$ cat config.mk
export PLATFORM = sky130hd
export DESIGN_NAME = keith_number_test_base4_unit
export DESIGN_NICKNAME = d
export VERILOG_FILES = /design/src/rtl/core/kntb4_pkg.sv /design/src/rtl/core/kntb4_ctrl.sv /design/src/rtl/core/kntb4_dp.sv /design/src/rtl/core/keith_number_test_base4_unit.sv
export SDC_FILE = /design/constraint.sdc
export NUM_CORES = 2
export LEC_CHECK = 0
export BUFFER_PORTS_ARGS = -buffer_cell sky130_fd_sc_hd__buf_2
export CAP_MARGIN = 20
export CORE_MARGIN = 3
export CORE_UTILIZATION = 44
export DETAILED_ROUTE_END_ITERATION = 10
export HOLD_SLACK_MARGIN = 0.12
export PLACE_DENSITY_LB_ADDON = 0.08
export SLEW_MARGIN = 20
export SYNTH_ARGS = -nofsm -noshare
export SYNTH_HDL_FRONTEND = slang
export SYNTH_HIERARCHICAL = 1
export SYNTH_SLANG_ARGS = --single-unit
$ cat constraint.sdc
create_clock -name clock -period 13.8 [get_ports clock]
set_clock_uncertainty 0.15 [all_clocks]
set_input_delay 0.69 -clock clock [delete_from_list [all_inputs] [get_ports clock]]
set_output_delay 0.69 -clock clock [all_outputs]
set_load 0.03 [all_outputs]
$ cat src/rtl/core/kntb4_pkg.sv
package kntb4_pkg;

   localparam int NUM_W      = 56;
   localparam int SUM_W      = 62;
   localparam int MAX_DIGITS = 28;
   localparam int SLOT_W     = 5;
   localparam int DIGIT_W    = 2;
   localparam int RSP_W      = 8;

   typedef enum logic [2:0] {
      ST_IDLE,
      ST_COUNT,
      ST_LOAD,
      ST_STEP,
      ST_EMIT
   } state_type;

   // Commands from the controller to the datapath.
   typedef struct packed {
      logic take;       // capture the incoming number
      logic size;       // register the digit count, clear sum and pointers
      logic load;       // write one digit into the ring and add it to the sum
      logic step;       // one recurrence step
      logic res_clear;  // result is false (fewer than two digits)
      logic res_hit;    // result is the exact-match flag
      logic emit;       // move the result into the output register
   } cmd_type;

   // Status from the datapath to the controller.
   typedef struct packed {
      logic short_num;  // fewer than two digits
      logic load_last;  // the digit being loaded is the last one
      logic reached;    // the current term has reached or passed the number
      logic match;      // the current term equals the number
      logic result;     // latched answer
   } sts_type;

endpackage

$ cat src/rtl/core/kntb4_ctrl.sv
module kntb4_ctrl (
   input  logic               clock,
   input  logic               reset,
   input  logic               req_valid,
   input  logic               out_free,
   input  kntb4_pkg::sts_type sts,
   output logic               req_ready,
   output kntb4_pkg::cmd_type cmd
);

   kntb4_pkg::state_type state_ff;
   kntb4_pkg::state_type state_in;

   always_ff @(posedge clock) begin
      if (reset) begin
         state_ff <= kntb4_pkg::ST_IDLE;
      end else begin
         state_ff <= state_in;
      end
   end

   always_comb begin
      state_in = state_ff;
      case (state_ff)
         kntb4_pkg::ST_IDLE: begin
            if (req_valid) begin
               state_in = kntb4_pkg::ST_COUNT;
            end
         end
         kntb4_pkg::ST_COUNT: begin
            state_in = kntb4_pkg::ST_LOAD;
         end
         kntb4_pkg::ST_LOAD: begin
            if (sts.short_num) begin
               state_in = kntb4_pkg::ST_EMIT;
            end else if (sts.load_last) begin
               state_in = kntb4_pkg::ST_STEP;
            end
         end
         kntb4_pkg::ST_STEP: begin
            if (sts.reached) begin
               state_in = kntb4_pkg::ST_EMIT;
            end
         end
         kntb4_pkg::ST_EMIT: begin
            if (out_free) begin
               state_in = kntb4_pkg::ST_IDLE;
            end
         end
         default: begin
            state_in = kntb4_pkg::ST_IDLE;
         end
      endcase
   end

   always_comb begin
      cmd       = '0;
      req_ready = 1'b0;
      case (state_ff)
         kntb4_pkg::ST_IDLE: begin
            req_ready = 1'b1;
            cmd.take  = req_valid;
         end
         kntb4_pkg::ST_COUNT: begin
            cmd.size = 1'b1;
         end
         kntb4_pkg::ST_LOAD: begin
            if (sts.short_num) begin
               cmd.res_clear = 1'b1;
            end else begin
               cmd.load = 1'b1;
            end
         end
         kntb4_pkg::ST_STEP: begin
            if (sts.reached) begin
               cmd.res_hit = 1'b1;
            end else begin
               cmd.step = 1'b1;
            end
         end
         kntb4_pkg::ST_EMIT: begin
            cmd.emit = out_free;
         end
         default: begin
            cmd = '0;
         end
      endcase
   end

endmodule

$ cat src/rtl/core/kntb4_dp.sv
module kntb4_dp (
   input  logic                             clock,
   input  logic [kntb4_pkg::NUM_W-1:0]      number,
   input  kntb4_pkg::cmd_type               cmd,
   output kntb4_pkg::sts_type               sts
);

   logic [kntb4_pkg::NUM_W-1:0]   num_ff;
   logic [kntb4_pkg::SLOT_W-1:0]  k_ff;
   logic [kntb4_pkg::SLOT_W-1:0]  k_in;
   logic [kntb4_pkg::SLOT_W-1:0]  idx_ff;
   logic [kntb4_pkg::SLOT_W-1:0]  oldest_ff;
   logic [kntb4_pkg::SUM_W-1:0]   sum_ff;
   logic                          result_ff;
   logic [kntb4_pkg::NUM_W-1:0]   ring_ff [0:kntb4_pkg::MAX_DIGITS-1];

   logic [kntb4_pkg::SLOT_W-1:0]  digit_pos;
   logic [kntb4_pkg::DIGIT_W-1:0] digit;
   logic [kntb4_pkg::NUM_W-1:0]   oldest_term;
   logic [kntb4_pkg::SUM_W-1:0]   num_wide;

   // Leading nonzero digit gives the digit count; zero and one-digit numbers give 1.
   always_comb begin
      k_in = kntb4_pkg::SLOT_W'(1);
      for (int j = 1; j < kntb4_pkg::MAX_DIGITS; j++) begin
         if (num_ff[2*j +: kntb4_pkg::DIGIT_W] != '0) begin
            k_in = kntb4_pkg::SLOT_W'(j + 1);
         end
      end
   end

   // Digits go in most significant first.
   assign digit_pos   = k_ff - idx_ff - kntb4_pkg::SLOT_W'(1);
   assign digit       = num_ff[{digit_pos, 1'b0} +: kntb4_pkg::DIGIT_W];
   assign oldest_term = ring_ff[oldest_ff];
   assign num_wide    = {{(kntb4_pkg::SUM_W - kntb4_pkg::NUM_W){1'b0}}, num_ff};

   always_ff @(posedge clock) begin
      if (cmd.take) begin
         num_ff <= number;
      end
      if (cmd.size) begin
         k_ff      <= k_in;
         idx_ff    <= '0;
         oldest_ff <= '0;
         sum_ff    <= '0;
      end
      if (cmd.load) begin
         ring_ff[idx_ff] <= {{(kntb4_pkg::NUM_W - kntb4_pkg::DIGIT_W){1'b0}}, digit};
         sum_ff          <= sum_ff + {{(kntb4_pkg::SUM_W - kntb4_pkg::DIGIT_W){1'b0}}, digit};
         idx_ff          <= idx_ff + kntb4_pkg::SLOT_W'(1);
      end
      if (cmd.step) begin
         // New term is the sum of the last k terms; it replaces the oldest one.
         ring_ff[oldest_ff] <= sum_ff[kntb4_pkg::NUM_W-1:0];
         sum_ff <= {sum_ff[kntb4_pkg::SUM_W-2:0], 1'b0}
                   - {{(kntb4_pkg::SUM_W - kntb4_pkg::NUM_W){1'b0}}, oldest_term};
         if (oldest_ff == k_ff - kntb4_pkg::SLOT_W'(1)) begin
            oldest_ff <= '0;
         end else begin
            oldest_ff <= oldest_ff + kntb4_pkg::SLOT_W'(1);
         end
      end
      if (cmd.res_clear) begin
         result_ff <= 1'b0;
      end else if (cmd.res_hit) begin
         result_ff <= sts.match;
      end
   end

   assign sts.short_num = (k_ff < kntb4_pkg::SLOT_W'(2));
   assign sts.load_last = (idx_ff == k_ff - kntb4_pkg::SLOT_W'(1));
   assign sts.reached   = (sum_ff >= num_wide);
   assign sts.match     = (sum_ff == num_wide);
   assign sts.result    = result_ff;

endmodule

$ cat src/rtl/core/keith_number_test_base4_unit.sv
// Base-4 Keith number tester. Each transfer on the req_ channel carries one
// 56-bit candidate; for each one the block returns exactly one transfer on the
// rsp_ channel whose bit 0 is set when the candidate is a base-4 Keith number.
// Candidates below 4 (a single digit) always answer 0. One candidate is worked
// on at a time: after its transfer its k base-4 digits are counted, then loaded
// into the ring most significant first while being summed, then recurrence
// steps run until a term reaches or passes the candidate, and the result then
// enters the output register. Each step updates the running sum, doubled less
// the oldest term, and the digit load writes one ring entry per cycle. A fresh
// candidate is taken while an earlier result still waits in the output register,
// but the work does not finish into that register until it has been taken.
module keith_number_test_base4_unit (
   input  logic                          clock,
   input  logic                          reset,
   input  logic                          req_tvalid,
   output logic                          req_tready,
   input  logic [kntb4_pkg::NUM_W-1:0]   req_tdata,   // [55:0] number
   output logic                          rsp_tvalid,
   input  logic                          rsp_tready,
   output logic [kntb4_pkg::RSP_W-1:0]   rsp_tdata    // [0] is_keith, [7:1] zero
);

   kntb4_pkg::cmd_type cmd;
   kntb4_pkg::sts_type sts;

   logic                        rsp_valid_ff;
   logic                        rsp_valid_in;
   logic                        rsp_bit_ff;
   logic                        out_free;

   // The output register can be loaded when empty or when its result is
   // being transferred in this same cycle.
   assign out_free = !rsp_valid_ff || rsp_tready;

   kntb4_ctrl u_ctrl (
      .clock     (clock),
      .reset     (reset),
      .req_valid (req_tvalid),
      .out_free  (out_free),
      .sts       (sts),
      .req_ready (req_tready),
      .cmd       (cmd)
   );

   kntb4_dp u_dp (
      .clock  (clock),
      .number (req_tdata),
      .cmd    (cmd),
      .sts    (sts)
   );

   always_comb begin
      rsp_valid_in = rsp_valid_ff;
      if (cmd.emit) begin
         rsp_valid_in = 1'b1;
      end else if (rsp_tready) begin
         rsp_valid_in = 1'b0;
      end
   end

   always_ff @(posedge clock) begin
      if (reset) begin
         rsp_valid_ff <= 1'b0;
      end else begin
         rsp_valid_ff <= rsp_valid_in;
      end
   end

   always_ff @(posedge clock) begin
      if (cmd.emit) begin
         rsp_bit_ff <= sts.result;
      end
   end

   assign rsp_tvalid = rsp_valid_ff;
   assign rsp_tdata  = {{(kntb4_pkg::RSP_W - 1){1'b0}}, rsp_bit_ff};

   // A result must never overwrite one that has not been transferred.
   a_emit_free: assert property (@(posedge clock) disable iff (reset)
      cmd.emit |-> (!rsp_valid_ff || rsp_tready))
      else $error("result loaded over a pending one");

   // After taking a candidate the block is busy and cannot take another.
   a_busy_after_take: assert property (@(posedge clock) disable iff (reset)
      (req_tvalid && req_tready) |=> !req_tready)
      else $error("second candidate taken while busy");

   // No result can be produced in the cycle right after a candidate arrives.
   a_no_early_emit: assert property (@(posedge clock) disable iff (reset)
      (req_tvalid && req_tready) |=> !cmd.emit)
      else $error("result emitted too early");

endmodule
# == Yosys cells after proc, flatten, opt, wreduce, memory -nomap -nowiden ==
# Memories as Yosys holds them, arrays and structs flattened. A register that Yosys moved wholly into a read port is not among the register bits.
# Cells that the tools add are included.
# Widths: inputs -> output; s select.
# totals
mem_bits_rw,1568
regBits,139
in_bits,60
n_memories,1
word_cells,132
# op_classes
muxes,61
add_sub_neg,7
order_cmp,2
reduce_logical,38
n_shift,1
eq_ne,11
# memory_table
memory,depth,width,read_ports,rd_clocked_by_memory_dff,write_ports,line_no,source
u_dp.ring_ff,28,56,1,1,1,kntb4_dp.sv:15,logic [kntb4_pkg::NUM_W-1:0] ring_ff [0:kntb4_pkg::MAX_DIGITS-1];
# op_table
op,n
$mux 62,3
$mux 4,16
$add 62x2->62,1
$eq 62x56->1,1
$ge 62x56->1,1
$sub 62x56->62,1
$reduce_bool 2->1,30
$mux 56,1
$reduce_or 56->1,1
$shiftx 56x7->2,1
$mux 3,13
$mux 5,6
$mux 1,19
$pmux 3 s5,1
$reduce_or 13->1,1
$add 5x1->5 const B,2
$eq 5x5->1,2
$sub 5x1->5 const B,2
$eq 3x2->1 const B,2
$lt 5x2->1 const B,1
$reduce_or 5->1,1
$sub 5x5->5,1
$mux 2,2
$ne 2x2->1 const B,2
9 further kinds,9

# == Logic depth before layout (Yosys ltp) ==
# depth
word_depth,27
depth_mapped,23

# == By module ==
# Netlist, hierarchy kept.
# by_module_without_submodules
mod,cells_per_inst,n_inst,area_each_um2
kntb4_dp,5829,1,83542.6
kntb4_ctrl,27,1,275.3
keith_number_test_base4_unit,14,1,140.1

# == Least setup slack after synthesis ==
# No wires, ideal clock.
# synth_path
path_kind,register to register
startpoint,register u_dp/sum_ff[0] (netlist name)
endpoint,"memory u_dp/ring_ff[22][0] (netlist name), enable pin"
t_arrival_ns,5.668
n_path_buf,5
stages_incl_launch_ff,22
setup_time_ns,0.547
path_slack_ns,7.434
period_less_slack_ns,6.366
path_cell_list,edfxtp_1 > clkbuf_1 > buf_1 > inv_1 > ha_1 > nor2b_1 > o21a_1 > o21a_1 > o21a_1 > o21a_1 > o21ai_0 > a21o_1 > a211oi_1 > o31ai_1 > nand2_1 > and4bb_4 > clkbuf_1 > and2_1 > clkbuf_1 > clkbuf_1 > nand3_1 > o21ai_0
# synth_rtl
item,line_no,source
"start, declared",kntb4_dp.sv:13,logic [kntb4_pkg::SUM_W-1:0] sum_ff;
"start signal, assigned",kntb4_dp.sv:50,"sum_ff <= sum_ff + {{(kntb4_pkg::SUM_W - kntb4_pkg::DIGIT_W){1'b0}}, digit};"
"start signal, assigned",kntb4_dp.sv:56,"sum_ff <= {sum_ff[kntb4_pkg::SUM_W-2:0], 1'b0}"
"end, declared",kntb4_dp.sv:15,

==> impl_metrics.json <==
{
  "rsz0062_at_grt": "no",
  "reg2reg_slack_ps": 6090,
  "p_per_area_nw_per_um2": 131,
  "synth.avg_cell_area_um2": 14.3,
  "power.leakage_nw": 34.9,
  "synth_most_common_cell": "edfxtp_1",
  "setup_viol": 0,
  "hp-class": "primary input to register",
  "drt-total-wl_um": 285000,
  "critPathLaunchType": "register",
  "crit_required_ps": 14230,
  "cts_root_buf": "clkbuf_16",
  "grt_pass1_wl_um": 404000,
  "port-buffer-count": 62,
  "firstDrtPassIters": 6,
  "grt_pass1_vias": 51900,
  "drv_cap": 0,
  "fmax_mhz": 130,
  "initial_utilization_pct": 44.5,
  "worst-path-max-fanout": 57,
  "tritoncts": "built",
  "cp_data_arrival_time_ps": 8140,
  "drive_gt1_share_pct": 17.6,
  "vias_per_cell": 6.10,
  "tightest_slew_ps": 1220,
  "yosysUniqueCellTypes": 90,
  "crit_end": "u_dp/sum_ff[60]$_DFFE_PP_",
  "multi_input_area_um2": 30600,
  "die-area_um2": 196000,
  "hold_viol": 0,
  "ys_seq_area_share_pct": 61.1,
  "synth.area.top_cells": "edfxtp_1 61%, mux4_2 12%, and2_1 7.7%, and3_1 3.7%, clkbuf_1 2.2%",
  "synth_ff_type": "edfxtp_1",
  "hold_buffers": 59,
  "min_period_ps": 7710,
  "coreArea_um2": 189000,
  "cts_buffer_depth": 3,
  "post_cts.repair.setup_buffers": 0,
  "ys_seq_elements": 1712,
  "die_y_um": 443,
  "routedWlPerCell_um": 33.8,
  "synthCells": 5870,
  "period_share_pct": 55.9,
  "dp_hpwl_um": 164000,
  "maxSlewHeadroom_pct": 18.9,
  "synth_edf_count": 1702,
  "cts.reportedPaths.clkPinSlew_ps": 60,
  "drt_iter0_markers": 5873,
  "synth_top_area_share_pct": 60.9,
  "vias": 51500,
  "cts_max_level": 4,
  "area_delta_synth_final_pct": 11.5,
  "status": "complete, no violations",
  "die_w_um": 443,
  "worst-setup-path-type": "register to register",
  "rows": 159,
  "cts-resized-gates": 0,
  "gp_congestion": 0.937,
  "nets": 5990,
  "nFillCells": 15900,
  "clkSinkCount": 1712,
  "drtAntennaViolNets": 0,
  "cts_made_buffers": 187,
  "rr_endpoint": "u_dp/sum_ff[60]$_DFFE_PP_",
  "clkLatencyLatePin_ps": 840,
  "end_kind": "register",
  "synth_common_cells": "1702 x edfxtp_1, 1039 x and2_1, 502 x and3_1",
  "grt_max_degree": 104,
  "async_reset_ff_share_pct": 0,
  "rr_worst_depth": 16,
  "holdWs_ps": 224,
  "peakVddDrop_mv": 0.102,
  "post-route-drc-count": 0,
  "synth_warnings": 6,
  "track_usage_pct": 28.9,
  "register_area_um2": 51300,
  "grt_overflow": 0,
  "fin_cells": 8449,
  "final_max_slew_viol_count": 0,
  "io_pins": 70,
  "synth.largest_area_cell": "edfxtp_1",
  "final.setup.tns_ps": 0,
  "dp.cells": 8046,
  "antenna_found_initial": 24,
  "syn-cell-area_um2": 84000
}
per-stage QoR:
stage               total power [mW]  setup WS, ps  util [%]  area, um2
finish                          12.3          6090      49.6      93600
global route                    12.7          5970      49.6      93600
CTS                             12.4          6200      49.5      93500
detailed placement              7.55          6200      46.2      87200
global placement                7.55          6300      46.1      87100
floorplan                       6.98          7430         -      84000
flip-flops by register name, indices dropped and copies added, names as in the netlist, named ones only:
signal / count
u_dp/ring_ff: 1568
u_dp/num_ff: 56
rsp_tvalid: 1
u_dp/sum_ff: 62
u_dp/idx_ff: 5
rsp_bit_ff: 1
u_dp/oldest_ff: 5
u_dp/result_ff: 1
u_ctrl/state_ff: 3
u_dp/k_ff: 5
per-layer routing:
| layer | GRT usage, % | wire length [um] |
|---|---|---|
| met5 | 0 | 30 |
| met4 | 10.9 | 11600 |
| met3 | 3.87 | 19000 |
| met2 | 47.5 | 139000 |
| met1 | 39.4 | 116000 |
final cells by class:
class                      instances  area share, %
antenna                            6         0.0160
sequential                      1712           54.8
timing repair buffer             305           2.57
clock buffer                     235           5.33
tap                             2495           3.34
inverter                         103          0.416
clock inverter                   101          0.816
multi-input combinational       3492           32.7
worst min path at each step:
stage | from | end | slack [ps] | depth (start not counted)
floorplan | u_dp/result_ff$_SDFFE_PP0P_ | u_dp/result_ff$_SDFFE_PP0P_ | 310 | 2
global placement | rsp_tvalid$_SDFFE_PP0P_ | rsp_tvalid$_SDFFE_PP0P_ | 340 | 2
detailed placement | rsp_tvalid$_SDFFE_PP0P_ | rsp_tvalid$_SDFFE_PP0P_ | 370 | 2
CTS | rsp_tready | u_ctrl/state_ff[1]$_SDFFE_PP0P_ | 150 | 4
global route | rsp_tready | u_ctrl/state_ff[1]$_SDFFE_PP0P_ | 210 | 4
finish | rsp_tready | u_ctrl/state_ff[1]$_SDFFE_PP0P_ | 220 | 4
layout by cell type (no fill, tap or decap), types with 34 or more instances in the layout:
master         instances
a21oi_1              145
and3_1               501
ha_1                 126
mux4_2               458
clkinv_2              34
edfxtp_1            1702
clkbuf_16            193
nand4_1               41
clkinv_1              48
clkbuf_1              42
o21ai_0              116
buf_2                 62
nand2_1              195
mux2i_1              123
a21o_1                63
and2_1              1036
dlygate4sd3_1         59
buf_4                174
nand3_1               57
xor2_1                73
inv_1                101
o22ai_1               46
xnor2_1               57
nor2_1               143
critical path, cell delays in order, from the launching register on:
cell and delay, ps:
dfxtp_4 870, buf_4 720, buf_4 810, mux4_2 420, mux4_2 480, mux2i_1 470, ha_1 420, a21o_1 210
a21oi_1 200, o2111ai_1 130, o21ai_0 140, o221a_2 260, o2111ai_1 250, and4_1 450, o311ai_0 790, a31oi_1 210
a211o_1 310
power breakdown:
part	total [mW]	internal (mW)	switching, mW
Combinational	1.66	0.614	1.05
Clock	4.82	2.73	2.09
Sequential	5.82	5.73	0.0929
Total	12.3	9.07	3.23
logic make-up (layout without fill, tap and decap cells):
family,after synthesis,count (layout),synth area share [%]
XOR/XNOR,130,130,1.36
adder cells (fa/ha/maj),129,129,1.95
AND/OR/NAND/NOR,2120,2120,14.8
buffers and inverters,672,744,3.10
AO/OA/AOI/OAI,520,520,3.88
multiplexers,586,586,13.8
flip-flops,1712,1712,61.1
other,1,13,0.00447
Power figures use the tool's default switching activity.
